## config.mk

```make
export PLATFORM = sky130hd
export DESIGN_NAME = gln_mul
export DESIGN_NICKNAME = d
export VERILOG_FILES = /design/src/rtl/gln_pkg.sv /design/src/rtl/gln_mul.sv
export SDC_FILE = /design/constraint.sdc
export NUM_CORES = 2
export LEC_CHECK = 0
export BUFFER_PORTS_ARGS = -buffer_cell sky130_fd_sc_hd__buf_2
export CORE_MARGIN = 2
export CORE_UTILIZATION = 46
export DETAILED_ROUTE_END_ITERATION = 12
export PLACE_DENSITY_LB_ADDON = 0.3
export SLEW_MARGIN = 0
export SYNTH_ARGS = -nofsm -noshare
export SYNTH_HDL_FRONTEND = slang
export SYNTH_SLANG_ARGS = --single-unit
export TNS_END_PERCENT = 50
```

## constraint.sdc

```tcl
create_clock -name clock -period 10.1 [get_ports clock]
set_input_delay 2.02 -clock clock [delete_from_list [all_inputs] [get_ports clock]]
set_output_delay 2.02 -clock clock [all_outputs]
set_load 0.01 [all_outputs]
```

## src/rtl/gln_pkg.sv

```systemverilog
// ----------------------------------------------------------------------------
// gln_pkg: shared types and constants of the Gauss-Legendre node generator
// Fixed-point constants (Q30 in 64 bits), sequencer and divider states,
// and helpers used by the arithmetic units and the sequencer.
// ----------------------------------------------------------------------------
package gln_pkg;

   // default sizes
   localparam int N_MAX_DEF      = 64;
   localparam int MAX_NEWTON_DEF = 8;

   // q30 constants
   localparam logic signed [63:0] ONE_Q30  = 64'sd1073741824;
   localparam logic signed [63:0] ZMAX     = 64'sd1073741823;
   localparam logic signed [63:0] PVAL_LIM = 64'sd1099511627776;
   localparam logic signed [63:0] OUT_MAX  = 64'sd140737488355327;
   localparam logic [63:0]        SAT_MAG  = 64'h4000_0000_0000_0000;
   localparam logic [31:0]        PI_Q30   = 32'd3373259426;

   // taylor coefficients of the cosine guess, constant term first
   localparam logic [31:0] COS_COEF [7] = '{
      32'd1073741824, 32'd536870912, 32'd44739243, 32'd1491308,
      32'd26631, 32'd296, 32'd2
   };

   // quotient lengths of the two divider modes
   localparam logic [5:0] DIVR_BITS = 6'd49;
   localparam logic [5:0] Q30_BITS  = 6'd62;

   typedef enum logic [4:0] {
      S_IDLE, S_TH, S_T2, S_COS, S_PINIT, S_RMUL, S_RDIV, S_NUM, S_ZZ,
      S_PP, S_DZ, S_E, S_W, S_OFF, S_WLO, S_WHI, S_ORD, S_OSEND
   } gln_state_type;

   typedef enum logic {
      DIV_ROUND,
      DIV_Q30
   } gln_div_mode_type;

   typedef enum logic [1:0] {
      D_IDLE, D_SETUP, D_ITER, D_DONE
   } gln_div_state_type;

   // magnitude of a signed 64-bit value
   function automatic logic [63:0] mag64(input logic signed [63:0] v);
      mag64 = v[63] ? 64'(-v) : 64'(v);
   endfunction

   // symmetric clamp to [-lim, lim]
   function automatic logic signed [63:0] clamp64(input logic signed [63:0] v,
                                                  input logic signed [63:0] lim);
      if (v > lim)
         clamp64 = lim;
      else if (v < -lim)
         clamp64 = -lim;
      else
         clamp64 = v;
   endfunction

endpackage

```

## src/rtl/gln_mul.sv

```systemverilog
// ----------------------------------------------------------------------------
// gln_mul: shared q30 multiplier
// Signed 64 x 64 product built in sequence from four 32 x 32 partial
// products, rounded to nearest and saturated at magnitude 2^62.
// ----------------------------------------------------------------------------
module gln_mul (
   input  logic               clock,
   input  logic               reset,
   input  logic               start,
   input  logic signed [63:0] op_a,
   input  logic signed [63:0] op_b,
   output logic               done,
   output logic signed [63:0] result
);

   localparam logic [63:0] SAT_MAG_L = gln_pkg::SAT_MAG;

   logic               busy_ff, busy_in;
   logic [2:0]         step_ff, step_in;
   logic [63:0]        ua_ff, ua_in, ub_ff, ub_in;
   logic               neg_ff, neg_in;
   logic [63:0]        prod_ff, prod_in;
   logic [1:0]         psh_ff, psh_in;
   logic [127:0]       acc_ff, acc_in;
   logic               done_ff, done_in;
   logic signed [63:0] result_ff, result_in;

   logic [31:0]  half_a, half_b;
   logic [127:0] rnd;
   logic [63:0]  mag;

   assign half_a = step_ff[1] ? ua_ff[63:32] : ua_ff[31:0];
   assign half_b = step_ff[0] ? ub_ff[63:32] : ub_ff[31:0];

   // rounding and saturation of the accumulated product
   assign rnd = acc_ff + 128'd536870912;
   assign mag = (|rnd[127:92]) ? SAT_MAG_L : {2'b00, rnd[91:30]};

   // partial product sequence
   always_comb begin
      busy_in   = busy_ff;
      step_in   = step_ff;
      ua_in     = ua_ff;
      ub_in     = ub_ff;
      neg_in    = neg_ff;
      prod_in   = prod_ff;
      psh_in    = psh_ff;
      acc_in    = acc_ff;
      done_in   = 1'b0;
      result_in = result_ff;
      if (start) begin
         ua_in   = gln_pkg::mag64(op_a);
         ub_in   = gln_pkg::mag64(op_b);
         neg_in  = op_a[63] ^ op_b[63];
         step_in = 3'd0;
         busy_in = 1'b1;
         acc_in  = 128'd0;
      end else if (busy_ff) begin
         if (step_ff <= 3'd3) begin
            prod_in = half_a * half_b;
            psh_in  = {1'b0, step_ff[1]} + {1'b0, step_ff[0]};
         end
         if (step_ff >= 3'd1 && step_ff <= 3'd4) begin
            acc_in = acc_ff + ({64'd0, prod_ff} << {psh_ff, 5'd0});
         end
         if (step_ff == 3'd5) begin
            result_in = neg_ff ? -$signed(mag) : $signed(mag);
            done_in   = 1'b1;
            busy_in   = 1'b0;
         end
         step_in = step_ff + 3'd1;
      end
   end

   always_ff @(posedge clock) begin
      if (reset) begin
         busy_ff <= 1'b0;
         done_ff <= 1'b0;
      end else begin
         busy_ff <= busy_in;
         done_ff <= done_in;
      end
   end

   always_ff @(posedge clock) begin
      step_ff   <= step_in;
      ua_ff     <= ua_in;
      ub_ff     <= ub_in;
      neg_ff    <= neg_in;
      prod_ff   <= prod_in;
      psh_ff    <= psh_in;
      acc_ff    <= acc_in;
      result_ff <= result_in;
   end

   assign done   = done_ff;
   assign result = result_ff;

endmodule

```

Yosys cells after proc, flatten, opt, wreduce, memory -nomap -nowiden
Index checks and enable logic that the tools add are counted.
- memories kept: 0
- input port bits: 131
- bits in latches: 0
- output and inout port bits: 65
- register bits after elaboration: 392
- RAM bits: 0
- logic and storage cells: 44
- bits in read-only memories: 0
- divide/modulo/power cells: 0
- bitwise operators: 3
- reductions and logical operators: 6
- shift-type cells: 1
- eq/ne operators: 1
- multipliers: 1
- $add $sub $neg: 7
- multiplexer cells: 10
- $lt $le $gt $ge: 3
- operators with widths (cell ; number):
    63-bit 2-to-1 mux ; 3
    128-bit adder ; 1
    128-bit by 30-bit adder with 128-bit output (second input constant) ; 1
    64-bit negator ; 2
    64-bit by 7-bit left shift with 128-bit output ; 1
    32-bit by 32-bit multiplier with 64-bit output ; 1
    32-bit 2-to-1 mux ; 2
    64-bit 2-to-1 mux ; 1
    63-bit negator with 64-bit output ; 1
    36-bit OR reduction ; 1
    3-bit AND reduction ; 2
    1-bit 2-to-1 mux ; 4
    3-bit by 1-bit adder with 3-bit output (second input constant) ; 1
    3-bit equality test (second input constant) ; 1
    3-bit by 1-bit >= comparator with 1-bit output (second input constant) ; 1
    3-bit by 2-bit less-or-equal comparator with 1-bit output (second input constant) ; 1
    3-bit less-or-equal comparator (second input constant) ; 1
    3-bit OR reduction ; 1
    1-bit by 1-bit adder with 2-bit output ; 1
    1-bit NOT ; 2
    2-bit AND reduction ; 1
    1-bit logical AND ; 1
    1-bit bitwise XOR ; 1

Logic depth before layout (Yosys ltp)
- depth after elaboration: 5
- depth in mapped cells: 36
- gate-level depth less buffers: 32

Worst setup path before layout
OpenSTA, ideal clock, no wires.
- kind: reg2reg
- from: register step_ff[1]
- to: register prod_ff[60], data pin
- period minus slack after synthesis: 10.207 ns
- slack: -0.107 ns
- data required time: 9.941 ns
- data arrival time: 10.048 ns
- buffers on the path: 4
- setup time: 0.159 ns
- stages on the path, launching flop included: 33
- cells stage by stage: dfxtp_1 > clkbuf_1 > clkbuf_1 > clkbuf_1 > mux2i_1 > clkbuf_1 > nor2_1 > fa_1 > fa_1 > fa_1 > inv_1 > fa_1 > inv_1 > fa_1 > fa_1 > fa_1 > inv_1 > fa_1 > inv_1 > ha_1 > a21o_1 > a21oi_1 > o21ai_0 > a221o_1 > a31o_2 > a22o_1 > a31oi_1 > o21ai_0 > a41oi_1 > o21ai_0 > a311oi_1 > or4b_2 > o211ai_1
- cells in the longest elaborated chain, start to end: 2
- ends and longest elaborated chain (item ; RTL line ; text):
    start, declared ; gln_mul.sv:19 ; logic [2:0] step_ff, step_in;
    start signal, assigned ; gln_mul.sv:86 ; step_ff <= step_in;
    32-bit 2-to-1 mux ; gln_mul.sv:32 ; assign half_a = step_ff[1] ? ua_ff[63:32] : ua_ff[31:0];
    32-bit by 32-bit multiplier with 64-bit output ; gln_mul.sv:60 ; prod_in = half_a * half_b;
    end signal, assigned ; gln_mul.sv:90 ; prod_ff <= prod_in;
    end, declared ; gln_mul.sv:22 ; logic [63:0] prod_ff, prod_in;
No other way between the ends.
A chain may end at the register's enable or synchronous reset.

Worst setup path in the final report
Ends and elaborated chain as after synthesis.

==> impl_metrics.ini <==
[run_status]
status = finished, final reports clean

[synth]
synth_seq_area_share = 0.1702
synthFlopType = edfxtp_1
synth_cell_types = 78
ys_ff_latch = 392
synthArstFlopShare = 0
syn_area_per_cell_um2 = 8.657
syn_inst = 7084
syn_nets = 8510
synth-edff-count = 259
yosys-top-cells-area = fa_1, edfxtp_1, ha_1, inv_1, nand2_1
synth_warnings = 0
synth_top_area_frac = 0.2928
synth_top_area_cell = fa_1
synth_area_um2 = 61320

[sta]
fmax_mhz = 102.9
drv_slew = 0
tns_ps = 0
rsz0062_at_grt = false
slew_headroom = 0.2687
finalSetupViolations = 0
fin_crit_sh = 0.9624
worst_slew_pin_slew_ps = 1067
hold_viol = 0
fin_crit_ps = 9720
skew_ps = 77.67

[finish]
fill_cells = 12390
final_cell_mix = inv_1, fa_1, nand2_1
syn_to_final_growth_pct = 8.669
regArea_um2 = 10450
drive_above_1_share = 0.08718
layout_commonest_cell = inv_1
fin_nets = 8580
multi_input_area_um2 = 46110

[global_routing]
grt_remaining_overflow = 0
grt_pass1_wl_um = 311100
grt_usage = 0.3005
antenna_found_initial = 4
met1_usage = 0.3785
grt_most_used_layer = met2
grt_use_met3 = 0.06170
gr-usage-met2 = 0.4817
grt_max_degree = 101
grt_pass1_vias = 51860

[worst_setup_path]
end_kind = flip-flop
cp_max_fo = 20
reg2reg_depth = 32
critPathRequiredTime_ps = 10640
cpMostUsedCell = fa_1
max_stage_delay_ps = 620
crit_path_top_delay_cell = or4b_2
regToRegStartpoint = step_ff[1]$_SDFFE_PP0P_
arrival_ps = 10270
startpoint_type = flip-flop
setup.worst_path.class = flip-flop to flip-flop
crit_path_start = step_ff[1]$_SDFFE_PP0P_

[floorplanning]
fp-row-count = 133
core_um2 = 132000
die_h_um = 369.1
io_pins = 196
die_w_um = 369.1
initial_core_util = 0.4647
die_area_um2 = 136300

[clocking]
clockRootBuffer = clkbuf_16
clock_latency_ps = 710
htree_num_levels = 2
cts_buffers = 48
clockBufferDepth = 3
clkTransAtPathRegs_ps = 60
cts_num_sinks = 392
cts_tree = built

[min_path]
hold_path_depth = 2
hold_class = flip-flop to flip-flop
worstHoldStart = acc_ff[9]$_SDFFE_PP0P_

[detailed_routing]
first_pass_iters = 6
drtAntennaViolNets = 0
drt-total-wl_um = 205100
num_vias = 51080
drc = 0
vias_per_cell = 5.704
wire_per_inst_um = 22.91
drt_iter0_drc = 4201

[job]
drv_cap = 0

[placement]
gp_congestion = 1.003
numPortBuffers = 195
hpwl_um = 171000
metrics by stage:
stage	setup WS, ps	instance area (µm²)	hold WS [ps]	util	std cells
after global placement	463.3	64910	443.5	0.4919	8853
after floorplan	20.89	61330	436.2	-	7084
after global routing	6.930	66620	475.5	0.5049	8947
after CTS	201.8	66530	459.1	0.5042	8941
final	379.7	66640	457.9	0.5050	8954
after detailed placement	134.5	64910	450.4	0.4919	8853
routing by layer:
layer  part of all wire  wire length [µm]  vias up
met2               0.45             92270     2295
met3              0.087             17860      547
met4              0.067             13840        0
met1               0.40             81130    24950
met5                  0                 0        -
li1                   -                 -    23290
cell families (layout without fill, tap and decap cells):
family                     after synthesis  count (layout)  synth area share
other                                    0               7                 0
muxes                                  164             164           0.02803
adders and majority gates             1295            1295            0.3740
xor gates and xnor gates               419             419           0.05984
DFF                                    392             392            0.1702
and+or+nand+nor                       2412            2412            0.1760
AOI/OAI and AO/OA                     1064            1064            0.1099
buffers and inverters                 1338            1446           0.08194
final timing paths:
check / slack, ps / endpoint
max: 380 / prod_ff[60]$_DFFE_PP_
min: 460 / acc_ff[9]$_SDFFE_PP0P_
max reg2reg: 380 / prod_ff[60]$_DFFE_PP_
min reg2reg: 460 / acc_ff[9]$_SDFFE_PP0P_
critical path, delay by kind of cell, from the launching register on:
family	cells	cell delay [ps]
flip-flops	1	490
AND/OR/NAND/NOR	2	730
multiplexers	1	290
AO/OA/AOI/OAI	11	2560
buffers and inverters	9	1090
adder cells (fa/ha/maj)	9	4400
sequential cells by signal, indices dropped and copies added, names as in the netlist:
name,cells
done,1
ua_ff,64
psh_ff,2
busy_ff,1
step_ff,3
ub_ff,64
prod_ff,64
result,64
acc_ff,128
neg_ff,1
Yosys cell counts (all sizes together), types with 47 or more instances:
master / n
inv: 976
fa: 897
nand2: 869
nor2: 848
ha: 398
clkbuf: 329
a21oi: 317
xnor2: 310
edfxtp: 259
o21ai: 248
dfxtp: 133
nand4: 113
xor2: 109
a21o: 106
nand3: 106
mux2i: 102
nor3: 72
nor2b: 67
o31ai: 64
mux2: 62
and2: 52
or3: 50
and3: 49
a22o: 47
nand2b: 47
final cells by class:
type | instances | area share
antenna | 7 | 0.0002629
clock buffer | 61 | 0.01968
timing repair buffer | 382 | 0.03883
sequential | 392 | 0.1568
clock inverter | 27 | 0.004638
multi-input combinational | 5354 | 0.6919
inverter | 976 | 0.05497
tap | 1755 | 0.03295
what timing repair did:
action	CTS	global route
gates resized for setup	0	6
endpoints found under the setup margin	0	2
hold buffers	0	0
buffers inserted	0	6
Power is left out: the tool's default activity adds up to more than one toggle a clock period on the data nets, which glitch-free logic cannot reach.
