`src/rtl/gln_pkg.sv`:
```
// ----------------------------------------------------------------------------
// gln_pkg: shared types and constants of the Gauss-Legendre node generator
// Fixed-point constants (Q30 in 64 bits), sequencer and divider states,
// and helpers used by the arithmetic units and the sequencer.
// ----------------------------------------------------------------------------
package gln_pkg;

   // default sizes
   localparam int N_MAX_DEF      = 64;
   localparam int MAX_NEWTON_DEF = 8;

   // q30 constants
   localparam logic signed [63:0] ONE_Q30  = 64'sd1073741824;
   localparam logic signed [63:0] ZMAX     = 64'sd1073741823;
   localparam logic signed [63:0] PVAL_LIM = 64'sd1099511627776;
   localparam logic signed [63:0] OUT_MAX  = 64'sd140737488355327;
   localparam logic [63:0]        SAT_MAG  = 64'h4000_0000_0000_0000;
   localparam logic [31:0]        PI_Q30   = 32'd3373259426;

   // taylor coefficients of the cosine guess, constant term first
   localparam logic [31:0] COS_COEF [7] = '{
      32'd1073741824, 32'd536870912, 32'd44739243, 32'd1491308,
      32'd26631, 32'd296, 32'd2
   };

   // quotient lengths of the two divider modes
   localparam logic [5:0] DIVR_BITS = 6'd49;
   localparam logic [5:0] Q30_BITS  = 6'd62;

   typedef enum logic [4:0] {
      S_IDLE, S_TH, S_T2, S_COS, S_PINIT, S_RMUL, S_RDIV, S_NUM, S_ZZ,
      S_PP, S_DZ, S_E, S_W, S_OFF, S_WLO, S_WHI, S_ORD, S_OSEND
   } gln_state_type;

   typedef enum logic {
      DIV_ROUND,
      DIV_Q30
   } gln_div_mode_type;

   typedef enum logic [1:0] {
      D_IDLE, D_SETUP, D_ITER, D_DONE
   } gln_div_state_type;

   // magnitude of a signed 64-bit value
   function automatic logic [63:0] mag64(input logic signed [63:0] v);
      mag64 = v[63] ? 64'(-v) : 64'(v);
   endfunction

   // symmetric clamp to [-lim, lim]
   function automatic logic signed [63:0] clamp64(input logic signed [63:0] v,
                                                  input logic signed [63:0] lim);
      if (v > lim)
         clamp64 = lim;
      else if (v < -lim)
         clamp64 = -lim;
      else
         clamp64 = v;
   endfunction

endpackage

```
`src/rtl/gln_div.sv`:
```
// ----------------------------------------------------------------------------
// gln_div: shared bit-serial divider
// Restoring division, one quotient bit per cycle. Rounded integer mode for
// small divisors and q30 mode with saturation at 2^62 and zero on a zero
// divisor.
// ----------------------------------------------------------------------------
module gln_div (
   input  logic                      clock,
   input  logic                      reset,
   input  logic                      start,
   input  gln_pkg::gln_div_mode_type mode,
   input  logic signed [63:0]        op_a,
   input  logic signed [63:0]        op_b,
   output logic                      done,
   output logic signed [63:0]        result
);

   gln_pkg::gln_div_state_type dstate_ff, dstate_in;
   gln_pkg::gln_div_mode_type  mode_ff, mode_in;
   logic signed [63:0] a_ff, a_in, b_ff, b_in;
   logic               neg_ff, neg_in;
   logic [63:0]        den_ff, den_in;
   logic [63:0]        rem_ff, rem_in;
   logic [63:0]        src_ff, src_in;
   logic [63:0]        quo_ff, quo_in;
   logic [5:0]         cnt_ff, cnt_in;
   logic               spec_ff, spec_in;
   logic [63:0]        smag_ff, smag_in;
   logic               done_ff, done_in;
   logic signed [63:0] result_ff, result_in;

   logic [63:0] ua, ub, nsum, fmag;
   logic [64:0] rem_sh, rem_sub;
   logic        ge;

   assign ua      = gln_pkg::mag64(a_ff);
   assign ub      = gln_pkg::mag64(b_ff);
   assign nsum    = ua + {1'b0, ub[63:1]};
   assign rem_sh  = {rem_ff, src_ff[63]};
   assign rem_sub = rem_sh - {1'b0, den_ff};
   assign ge      = (rem_sh >= {1'b0, den_ff});

   // final magnitude: q30 mode halves the quotient with rounding
   always_comb begin
      if (spec_ff)
         fmag = smag_ff;
      else if (mode_ff == gln_pkg::DIV_Q30)
         fmag = (quo_ff + 64'd1) >> 1;
      else
         fmag = quo_ff;
   end

   // divider sequence
   always_comb begin
      dstate_in = dstate_ff;
      mode_in   = mode_ff;
      a_in      = a_ff;
      b_in      = b_ff;
      neg_in    = neg_ff;
      den_in    = den_ff;
      rem_in    = rem_ff;
      src_in    = src_ff;
      quo_in    = quo_ff;
      cnt_in    = cnt_ff;
      spec_in   = spec_ff;
      smag_in   = smag_ff;
      done_in   = 1'b0;
      result_in = result_ff;
      case (dstate_ff)
         gln_pkg::D_IDLE: begin
            if (start) begin
               mode_in   = mode;
               a_in      = op_a;
               b_in      = op_b;
               dstate_in = gln_pkg::D_SETUP;
            end
         end
         gln_pkg::D_SETUP: begin
            den_in  = ub;
            quo_in  = 64'd0;
            spec_in = 1'b0;
            smag_in = 64'd0;
            if (mode_ff == gln_pkg::DIV_Q30) begin
               neg_in = a_ff[63] ^ b_ff[63];
               rem_in = {31'd0, ua[63:31]};
               src_in = {ua[30:0], 33'd0};
               cnt_in = gln_pkg::Q30_BITS;
               if (b_ff == 64'sd0) begin
                  spec_in = 1'b1;
               end else if ({31'd0, ua} >= {ub, 31'd0}) begin
                  // integer part too large
                  spec_in = 1'b1;
                  smag_in = gln_pkg::SAT_MAG;
               end
            end else begin
               neg_in = a_ff[63];
               rem_in = 64'd0;
               src_in = {nsum[48:0], 15'd0};
               cnt_in = gln_pkg::DIVR_BITS;
            end
            dstate_in = spec_in ? gln_pkg::D_DONE : gln_pkg::D_ITER;
         end
         gln_pkg::D_ITER: begin
            rem_in = ge ? rem_sub[63:0] : rem_sh[63:0];
            quo_in = {quo_ff[62:0], ge};
            src_in = {src_ff[62:0], 1'b0};
            cnt_in = cnt_ff - 6'd1;
            if (cnt_ff == 6'd1)
               dstate_in = gln_pkg::D_DONE;
         end
         gln_pkg::D_DONE: begin
            result_in = neg_ff ? -$signed(fmag) : $signed(fmag);
            done_in   = 1'b1;
            dstate_in = gln_pkg::D_IDLE;
         end
         default: begin
            dstate_in = gln_pkg::D_IDLE;
         end
      endcase
   end

   always_ff @(posedge clock) begin
      if (reset) begin
         dstate_ff <= gln_pkg::D_IDLE;
         done_ff   <= 1'b0;
      end else begin
         dstate_ff <= dstate_in;
         done_ff   <= done_in;
      end
   end

   always_ff @(posedge clock) begin
      mode_ff   <= mode_in;
      a_ff      <= a_in;
      b_ff      <= b_in;
      neg_ff    <= neg_in;
      den_ff    <= den_in;
      rem_ff    <= rem_in;
      src_ff    <= src_in;
      quo_ff    <= quo_in;
      cnt_ff    <= cnt_in;
      spec_ff   <= spec_in;
      smag_ff   <= smag_in;
      result_ff <= result_in;
   end

   assign done   = done_ff;
   assign result = result_ff;

endmodule

```
`config.mk`:
```
export PLATFORM = sky130hd
export DESIGN_NAME = gln_div
export DESIGN_NICKNAME = d
export VERILOG_FILES = /design/src/rtl/gln_pkg.sv /design/src/rtl/gln_div.sv
export SDC_FILE = /design/constraint.sdc
export NUM_CORES = 1
export LEC_CHECK = 0
export ABC_AREA = 1
export ABC_CLOCK_PERIOD_IN_PS = 4500
export BUFFER_PORTS_ARGS = -buffer_cell sky130_fd_sc_hd__buf_2
export CAP_MARGIN = 20
export CORE_UTILIZATION = 45
export CTS_BUF_LIST = sky130_fd_sc_hd__clkbuf_8
export DETAILED_ROUTE_END_ITERATION = 10
export PLACE_DENSITY_LB_ADDON = 0.05
export SYNTH_ARGS = -nofsm -noshare
export SYNTH_HDL_FRONTEND = slang
export SYNTH_SLANG_ARGS = --single-unit
export TNS_END_PERCENT = 5
```
`constraint.sdc`:
```
create_clock -name clock -period 4.5 [get_ports clock]
set_input_delay 0.225 -clock clock [delete_from_list [all_inputs] [get_ports clock]]
set_output_delay 0.225 -clock clock [all_outputs]
set_load 0.05 [all_outputs]
```
==> After elaboration in Yosys (flattened, before gate mapping) <==
Index checks and enable logic that the tools add are counted.
{ "word_totals": {"input_bits": 132, "ff_bits": 524, "wordCells": 61, "out_inout_bits": 65} }
{ "classes": {"reduce_logical": 6, "bitwise": 2, "n_lt_le_gt_ge": 2, "addsub": 7, "n_mux": 24, "eq_ne": 6} }
{ "op_table": {"columns": ["operator", "n"], "rows": [
  ["$mux 64", 7],
  ["$pmux 64 s2", 3],
  ["$neg 64->64", 3],
  ["$ge 64x95->1", 1],
  ["$ge 65x64->1", 1],
  ["$add 64x1->64 const B", 1],
  ["$logic_not 64->1", 1],
  ["$sub 64x64->64", 1],
  ["$mux 63", 1],
  ["$add 49x49->49", 1],
  ["$mux 33", 1],
  ["$pmux 6 s2", 1],
  ["$pmux 2 s4", 1],
  ["$mux 1", 7],
  ["$eq 6x1->1 const B", 1],
  ["$sub 6x1->6 const B", 1],
  ["$eq 2x2->1 const B", 2],
  ["$mux 2", 2],
  ["$mux 4", 1],
  ["$ne 2x2->1 const B", 2],
  ["$reduce_and 2->1", 2],
  ["$eq 2x1->1 const B", 1],
  ["$logic_not 2->1", 1],
  ["$reduce_bool 2->1", 1],
  ["other kinds (3)", 3]
]} }

==> Depth between registers and ports, before layout <==
Gate-level depths: netlist of run 1.
{ "logic_depth": {"word_depth": 9, "ltp_mapped": 31, "depth_no_buf": 31} }

==> Least setup slack after synthesis of run 1 <==
No wires, ideal clock.
{ "synth_timing": {"path_kind": "reg-to-reg", "from": "register dstate_ff[0]", "to": "register cnt_ff[0], enable pin", "setup_ps": 545, "path_stages_with_launch": 3, "n_path_buf": 0, "t_arrival_ps": 4401, "setup_slack_ps": -446, "period_less_slack_ps": 4946, "path_cell_list": "dfxtp_1 > inv_1 > ha_1"} }
{ "synth_between": {"elab_chain_len": 2, "elab_cells_between_ends": 3} }
{ "synth_rtl": {"columns": ["item", "line_no", "rtl"], "rows": [
  ["start, declared", "gln_div.sv:18", "gln_pkg::gln_div_state_type dstate_ff, dstate_in;"],
  ["start signal, assigned", "gln_div.sv:124", "dstate_ff <= gln_pkg::D_IDLE;"],
  ["start signal, assigned", "gln_div.sv:127", "dstate_ff <= dstate_in;"],
  ["$eq 2x2->1 / $eq 2x1->1 (equally long branches)", "gln_div.sv:69", "case (dstate_ff)"],
  ["$reduce_bool 2->1 (no line) *", null, null],
  ["end signal, assigned", "gln_div.sv:141", "cnt_ff <= cnt_in;"],
  ["end, declared", "gln_div.sv:26", "logic [5:0] cnt_ff, cnt_in;"]
]} }
Every way passes the cells marked *; elsewhere a longest branch is shown, timed or not.
A chain may end at the register's enable or synchronous reset.

==> Final worst setup path of run 1 <==
{ "layout_timing": {"from": "register b_ff[0]", "to": "register src_ff[62] (data pin)"} }
{ "layout_between": {"elab_chain_len": 5} }
{ "layout_rtl": {"columns": ["item", "line_no", "rtl"], "rows": [
  ["start, declared", "gln_div.sv:20", "logic signed [63:0] a_ff, a_in, b_ff, b_in;"],
  ["start signal, assigned", "gln_div.sv:135", "b_ff <= b_in;"],
  ["$neg 64->64", "gln_pkg.sv:46", "mag64 = v[63] ? 64'(-v) : 64'(v);"],
  ["$mux 64", "gln_pkg.sv:46", null],
  ["via ub[38]", "gln_div.sv:32", "logic [63:0] ua, ub, nsum, fmag;"],
  ["$add 49x49->49", "gln_div.sv:38", "assign nsum = ua + {1'b0, ub[63:1]};"],
  ["$mux 64", "gln_div.sv:83", "if (mode_ff == gln_pkg::DIV_Q30) begin"],
  ["$pmux 64 s2", "gln_div.sv:69", null],
  ["via src_in[62]", "gln_div.sv:24", "logic [63:0] src_ff, src_in;"],
  ["end signal, assigned", "gln_div.sv:139", "src_ff <= src_in;"],
  ["end, declared", "gln_div.sv:24", null]
]} }
The timed path passes the listed nets, and every way through them passes these cells.

==> results of run 1 <==
state kept, by name (all words and copies together) (netlist names), 6 cells and up:
name / count
b_ff: 64
cnt_ff: 6
rem_ff: 64
src_ff: 49
den_ff: 64
result: 64
a_ff: 64
quo_ff: 64
final cells by class:
type                    count  area (um2)  share of cell area [%]
flip-flops and latches    446       13360                   33.26
diodes                      3       7.507                 0.01869
well taps                 969        1212                   3.018
clock inverters            61       550.5                   1.370
multi-input cells        3467       18040                   44.91
inverters                 679        2551                   6.350
repair buffers            459        3346                   8.328
clock buffers              80        1101                   2.741
cells in the final DEF, fill, tap and decap left out, types with 17 or more instances in the layout:
cell	netlist	routed
o21bai_1	18	18
nand4_1	83	83
buf_4	1	127
xnor2_1	50	50
ha_1	156	152
xor2_1	156	155
nor2_2	20	31
a21o_1	23	23
dlygate4sd3_1	0	131
inv_2	22	24
nand2_1	1261	1261
nand3_1	310	307
inv_1	652	669
nand3b_1	28	28
clkinv_1	5	21
a21oi_1	226	226
o21ai_0	222	217
a21boi_0	17	17
nor3_1	66	65
edfxtp_1	443	443
nor2_1	616	603
buf_2	14	196
a31oi_1	37	35
clkbuf_8	0	80
through the flow:
step / cells / hold slack, ns / setup TNS (ns)
2_1_floorplan: 4682 / 0.2974 / 0
3_3_place_gp: 5889 / 0.4010 / -0.3316
3_5_place_dp: 5889 / 0.4031 / -0.2097
4_1_cts: 6161 / 0.1704 / 0
5_1_grt: 6164 / 0.1972 / -0.1464
6_report: 6164 / 0.2295 / 0
what timing repair did:
item	4_1_cts	5_1_grt
gates resized for setup	1	29
endpoints found under the setup margin	2	17
pin swaps	0	4
hold endpoints to repair	132	0
hold buffers	131	0
layer usage:
layer	global-route usage, %	vias up	wire [um]
met2	49.39	1144	53550
met3	3.580	191	7870
li1	-	16330	-
met4	12.13	0	4807
met1	43.35	15170	54520
met5	0	-	0
power by group through the flow:
| stage | Combinational [mW] | Sequential, mW | Clock [mW] |
|---|---|---|---|
| CTS | 18.2 | 8.34 | 4.12 |
| floorplan | 12.1 | 8.37 | 0 |
| finish | 18.5 | 8.38 | 4.02 |
| global route | 20.4 | 8.54 | 4.31 |
| global placement | 18.1 | 8.40 | 0 |
| detailed placement | 18.0 | 8.41 | 0 |
worst max-delay path by stage:
stage                  start           end  cells after the start
floorplan           b_ff[63]    src_ff[49]                     19
global placement     b_ff[0]    src_ff[62]                     21
detailed placement   b_ff[0]    src_ff[62]                     21
CTS                  a_ff[0]    src_ff[62]                     23
global route         a_ff[0]  dstate_ff[0]                     31
finish               b_ff[0]    src_ff[62]                     22
worst max-delay path, delay by kind of cell, from the launching register on:
kind	cells	cell delay, ns
AND/OR/NAND/NOR	16	2.44
flip-flops	1	0.45
AO/OA/AOI/OAI	1	0.11
adder cells (fa/ha/maj)	2	0.63
buffers and inverters	3	0.42
cell families (layout without fill, tap and decap cells):
kind of cell             Yosys count  in the layout  share of synthesized area, %
buffers and inverters            769           1279                         8.540
AND/OR/NAND/NOR                 2468           2468                         30.67
XOR/XNOR                         206            206                         5.281
other                              0              3                             0
AO/OA/AOI/OAI                    635            635                         10.57
adder cells (fa/ha/maj)          158            158                         5.830
flip-flops                       446            446                         39.11
==> impl_metrics.tcl, run 1 <==
set metrics [dict create \
    synthTopCellsByArea "edfxtp_1 (39%), nand2_1 (14%), inv_1 (7.2%), nor2_1 (6.8%), ha_1 (5.7%)" \
    slew_headroom_pct 33.24 \
    cpMostUsedCell "nand2_1" \
    syn_inst 4682 \
    finalCriticalPeriod_ns 4.279 \
    grt_pass1_wl_um 184400 \
    core_um2 74820 \
    start_util_pct 45.66 \
    setup.worst_path.start_class "flop" \
    drive_gt1_share_pct 10.96 \
    seq_area_frac_synth_pct 39.11 \
    leakagePower_nw 18.29 \
    power.share.clock_pct 13.0 \
    synth-edff-count 443 \
    r2r-start "b_ff[0]" \
    syn2layout_area_growth_pct 17.59 \
    worstReg2RegEnd "src_ff[62]" \
    pre_cts_ws_ns -0.1646 \
    setup_slack_ns 0.2212 \
    fin_skew_ns 0.04769 \
    peakVddDrop_uv 543.7 \
    drcViolationCount 0 \
    combPwrFrac_pct 59.9 \
    hpwl_um 96700 \
    drtPass1Iterations 6 \
    required_ns 4.94 \
    grt_setup_unrepaired "true" \
    final_core_util_pct 53.69 \
    min-delay-start "op_b[62]" \
    critPathKind "reg2reg" \
    yosysMostFrequentCell "nand2_1" \
    fin_nets 5423 \
    cap_violations 0 \
    post-route-cell-area_um2 40170 \
    p_per_area_nw_per_um2 768.8 \
    hold_viol 0 \
    row_count 100 \
    status "finished, final reports clean" \
    overflow 0 \
    holdPathStages 2 \
    track_usage_pct 31.12 \
    fin_crit_sh_pct 95.08 \
    arrival_ns 4.72 \
    ys_ff_latch 446 \
    grt_antenna_before_repair 1 \
    p_int_mw 15.19 \
    cts_tree "yes" \
    ys_warn_count 0 \
    fp.dieW_um 277.5 \
    drtIter0Drc 2574 \
    fmax_mhz 233.7 \
    numPortBuffers 196 \
    gp_congestion 1.010 \
    path_max_fanout 5 \
    synth.distinct_cells 63 \
    setup_viol 0 \
    syn-cell-area_um2 34170 \
    clock-root-buffer "clkbuf_8" \
    fillers 7444 \
    syn_area_per_cell_um2 7.297 \
    post_drt_wl_per_cell_um 19.59 \
    synth_largest_area_cell "edfxtp_1" \
    p_sw_mw 15.70 \
    synth_top_area_share_pct 38.94 \
    io_pins 197 \
    synthArstFlopShare_pct 0 \
    grt_pass1_vias 31410 \
    die_area_um2 77030 \
    crit_slowest_cell "edfxtp_1" \
    placed_area_um2 37100 \
    slowest_delay_ns 0.45 \
    p_sw_share_pct 50.83 \
    r2r_slack_ns 0.22 \
    clk_pin_slew_ns 0.07 \
    ys.flop_type "edfxtp_1" \
    cts_buffers 80 \
    die_h_um 277.5 \
    cts_sinks 446 \
    syn-num-nets 4972 \
    hold_path_class "in2reg" \
    drt_wl_total_um 120700 \
    worstPathCellList "inv_1 -> ha_1 -> nand3_1 -> nor2_2 -> nand3_1 -> nand2_1 -> nand2_1 -> nand2_1 -> nand2_1 -> ha_1 -> buf_4 -> nand2_1 -> nor2_1 -> inv_1 -> nor4_4 -> nand3_1 -> nand3_1 -> nand2_1 -> o211ai_1 -> nand2_1 -> nand3_1 -> nand2_1" \
    clock_latency_ns 0.71 \
    post_cts_buffers 0 \
    endpoint_kind "flop" \
    slew_violations 0 \
    power_mw 30.88 \
    r2r.worst_path.cells 22 \
    power_frac_seq_pct 27.1 \
    num_vias 32840 \
    grt_max_degree 96 \
    htreeDepth 3 \
    viasPerCell 5.328 \
    tightestPinTransition_ns 1.001 \
    hold_path_end "b_ff[62]" \
    detail-route-antenna-nets 0 \
    ctsLongestPathBuffers 3 \
    synthTopCellsByCount "nand2_1 (1261), inv_1 (652), nor2_1 (616)" \
]
(Power assumes the default switching activity.)
==> run 2: changes to the inputs <==
--- a/config.mk
+++ b/config.mk
@@ -5,13 +5,14 @@
 export SDC_FILE = /design/constraint.sdc
 export NUM_CORES = 1
 export LEC_CHECK = 0
-export ABC_AREA = 1
 export ABC_CLOCK_PERIOD_IN_PS = 4500
 export BUFFER_PORTS_ARGS = -buffer_cell sky130_fd_sc_hd__buf_2
 export CAP_MARGIN = 20
 export CORE_UTILIZATION = 45
 export CTS_BUF_LIST = sky130_fd_sc_hd__clkbuf_8
 export DETAILED_ROUTE_END_ITERATION = 10
+export GPL_ROUTABILITY_DRIVEN = 1
+export MAX_ROUTING_LAYER = met4
 export PLACE_DENSITY_LB_ADDON = 0.05
 export SYNTH_ARGS = -nofsm -noshare
 export SYNTH_HDL_FRONTEND = slang
==> run 2 against run 1 <==
The flow now finishes with violations (negative setup slack). Non-clock buffer count increased by 440. Worst setup slack got worse by 1.8 ns. Sequential power fell by 2.6%. Register-to-register slack got worse by 1.8 ns. Final area grew 0.44%. Clock skew shrank 0.022 ns. Die area decreased by 9.5%. Critical endpoint is now dstate_ff[0]. Highest routed layer unchanged.
==> impl_metrics.tcl, run 2 <==
set metrics [dict create \
    track_usage_pct 30.32 \
    r2r-start "a_ff[34]" \
    syn-cell-area_um2 30890 \
    ctsLongestPathBuffers 3 \
    final_core_util_pct 59.77 \
    final_common_cell "buf_4" \
    min-delay-start "op_a[14]" \
    io_pins 197 \
    ys_ff_latch 446 \
    setup_slack_ns -1.583 \
    hpwl_um 78650 \
    cts_tree "yes" \
    post_drt_wl_per_cell_um 21.00 \
    grt_util_met1_pct 41.16 \
    htreeDepth 3 \
    final.setup.tns_ns -8.814 \
    syn-num-nets 3471 \
    status "finished, violations left" \
    p_per_area_nw_per_um2 782.6 \
    detail-route-antenna-nets 0 \
    final_cells 4949 \
    cts_buffers 80 \
    syn_inst 3181 \
    clock_latency_ns 0.69 \
    viasPerCell 5.778 \
    grtUsageMet3_pct 4.018 \
    hold_path_class "in2reg" \
    r2r.worst_path.cells 20 \
    cts_sinks 446 \
    fillers 5838 \
    grt_use_met2_pct 46.02 \
    synth-edff-count 443 \
    worst_hold_slack_ns 0.2515 \
    fin_skew_ns 0.02570 \
    synthArstFlopShare_pct 0 \
    drt_wl_total_um 103900 \
    fp.dieW_um 264.0 \
    slew_headroom_pct 29.95 \
    ys.flop_type "edfxtp_1" \
    die_area_um2 69710 \
    setup_viol 22 \
    start_util_pct 45.76 \
    peakVddDrop_uv 610.4 \
    holdPathStages 2 \
    placed_area_um2 36910 \
    yosysMostFrequentCell "edfxtp_1" \
    dp.cells 4666 \
    r2r_slack_ns -1.58 \
    clock-root-buffer "clkbuf_8" \
    core_um2 67510 \
    fin_crit_sh_pct 135.2 \
    syn2layout_area_growth_pct 30.61 \
    busiest_layer "met2" \
    post-route-cell-area_um2 40350 \
    num_vias 28590 \
    synth.distinct_cells 90 \
    critPathKind "reg2reg" \
    drcViolationCount 0 \
    synth_top_area_share_pct 43.06 \
    slew_violations 0 \
    gp_congestion 1.025 \
    multiInputGateArea_um2 16930 \
    ys_warn_count 0 \
    grt_setup_unrepaired "true" \
    row_count 95 \
    drive_gt1_share_pct 24.88 \
    hold_path_end "a_ff[14]" \
    overflow 0 \
    drtPass1Iterations 6 \
    path_max_fanout 3 \
    grt_max_degree 129 \
    mostFrequentLayoutCells "buf_4 (557), edfxtp_1 (443), nand2_1 (270), inv_1 (197)" \
    cap_violations 0 \
    endpoint_kind "flop" \
    required_ns 5.07 \
    synth_largest_area_cell "edfxtp_1" \
    pre_cts_ws_ns -1.763 \
    tightestPinTransition_ns 1.041 \
    hold_viol 0 \
    arrival_ns 6.65 \
    die_h_um 264.0 \
    grt_pass1_vias 27590 \
    seq_area_um2 13360 \
    power_mw 31.58 \
    worstReg2RegEnd "dstate_ff[0]" \
    drtIter0Drc 2503 \
    grt_antenna_before_repair 1 \
    fmax_mhz 164.4 \
    synthTopCellsByArea "edfxtp_1 (43%), ha_1 (6.3%), xnor2_1 (5.3%), o21ai_0 (3.4%), nand2_1 (3.3%)" \
    seq_area_frac_synth_pct 43.25 \
    grt_pass1_wl_um 159900 \
    setup.worst_path.start_class "flop" \
    finalCriticalPeriod_ns 6.083 \
    fin_nets 4302 \
    numPortBuffers 196 \
    leakagePower_nw 16.28 \
    synthTopCellsByCount "edfxtp_1 (443), nand2_1 (272), o21ai_0 (209)" \
    syn_area_per_cell_um2 9.712 \
    clk_pin_slew_ns 0.06 \
    violations "negative setup slack" \
]
## run 2: cell types whose count changed in the layout (fill, tap and decap cells not counted), moves of 37 or more
cell     previous run  this run
nand2_1          1261       270
inv_1             669       197
buf_4             127       557
nor2_1            603       186
nand3_1           307       105
xnor2_1            50       180
and2_1              2        71
a21oi_1           226       159
xor2_1            155        95
a21o_1             23        78
o31ai_1            11        55
mux2i_1             0        42
or4_1               0        37
## run 2: final cells by class
cell class / instances / area share (%)
Clock inverter: 63 / 1.023
Tap cell: 873 / 2.707
Sequential cell: 446 / 33.12
Clock buffer: 82 / 2.797
Antenna cell: 1 / 0.006202
Timing Repair Buffer: 899 / 16.74
Multi-Input combinational cell: 2408 / 41.96
Inverter: 177 / 1.647
## run 2: routing by layer
layer,routed length (um),part of all wire [%],up-vias
li1,-,-,13720
met1,47210,45,13660
met2,46250,44,1036
met3,6089,5.9,186
met4,4384,4.2,0
met5,0,0,-
## run 2: logic make-up (layout without fill, tap and decap cells)
family | Yosys count | in the layout | share of synthesized area [%]
AND/OR/NAND/NOR | 1061 | 1061 | 17.99
multiplexers | 47 | 47 | 1.543
AO/OA/AOI/OAI | 858 | 858 | 18.69
other | 0 | 1 | 0
XOR/XNOR | 284 | 284 | 8.051
buffers and inverters | 327 | 1221 | 4.030
adder cells (fa/ha/maj) | 158 | 158 | 6.447
flip-flops | 446 | 446 | 43.25
## run 2: where the power goes
group	leakage [nW]	switching [mW]	internal [mW]
logic	11.2	11.2	8.38
clock network	0.885	1.81	1.99
registers	4.23	1.11	7.05
## run 2: worst max-delay path by stage
stage / from / endpoint / slack, ns / depth (start not counted)
floorplan: a_ff[31] / dstate_ff[0] / -1.09 / 20
global placement: a_ff[34] / smag_ff[62] / -1.63 / 20
detailed placement: a_ff[34] / dstate_ff[0] / -1.76 / 20
CTS: a_ff[34] / dstate_ff[0] / -1.64 / 20
global route: a_ff[34] / dstate_ff[0] / -1.84 / 20
finish: a_ff[34] / dstate_ff[0] / -1.58 / 20
## run 2: critical path, cell delays in order (launching register included)
cell,delay [ns]
edfxtp_1,0.39
or4_4,0.55
or3_4,0.34
or4_4,0.43
or4_4,0.50
or4_4,0.44
or4_4,0.50
or2_4,0.30
o31ai_4,0.21
xnor2_2,0.09
ha_1,0.30
nand4_1,0.14
nor3_4,0.20
nand4_1,0.14
nor4_2,0.18
nand4_1,0.18
nor4_4,0.21
a31oi_4,0.17
nor4b_2,0.25
a32oi_1,0.13
o311ai_1,0.30
## run 2: what timing repair did
action / 4_1_cts / 5_1_grt
setup endpoints to repair: 34 / 56
buffers inserted: 0 / 6
pin swaps: 5 / 12
gates resized for setup: 51 / 59
hold buffers: 131 / 0
hold endpoints to repair: 133 / 0
cloned: 0 / 0
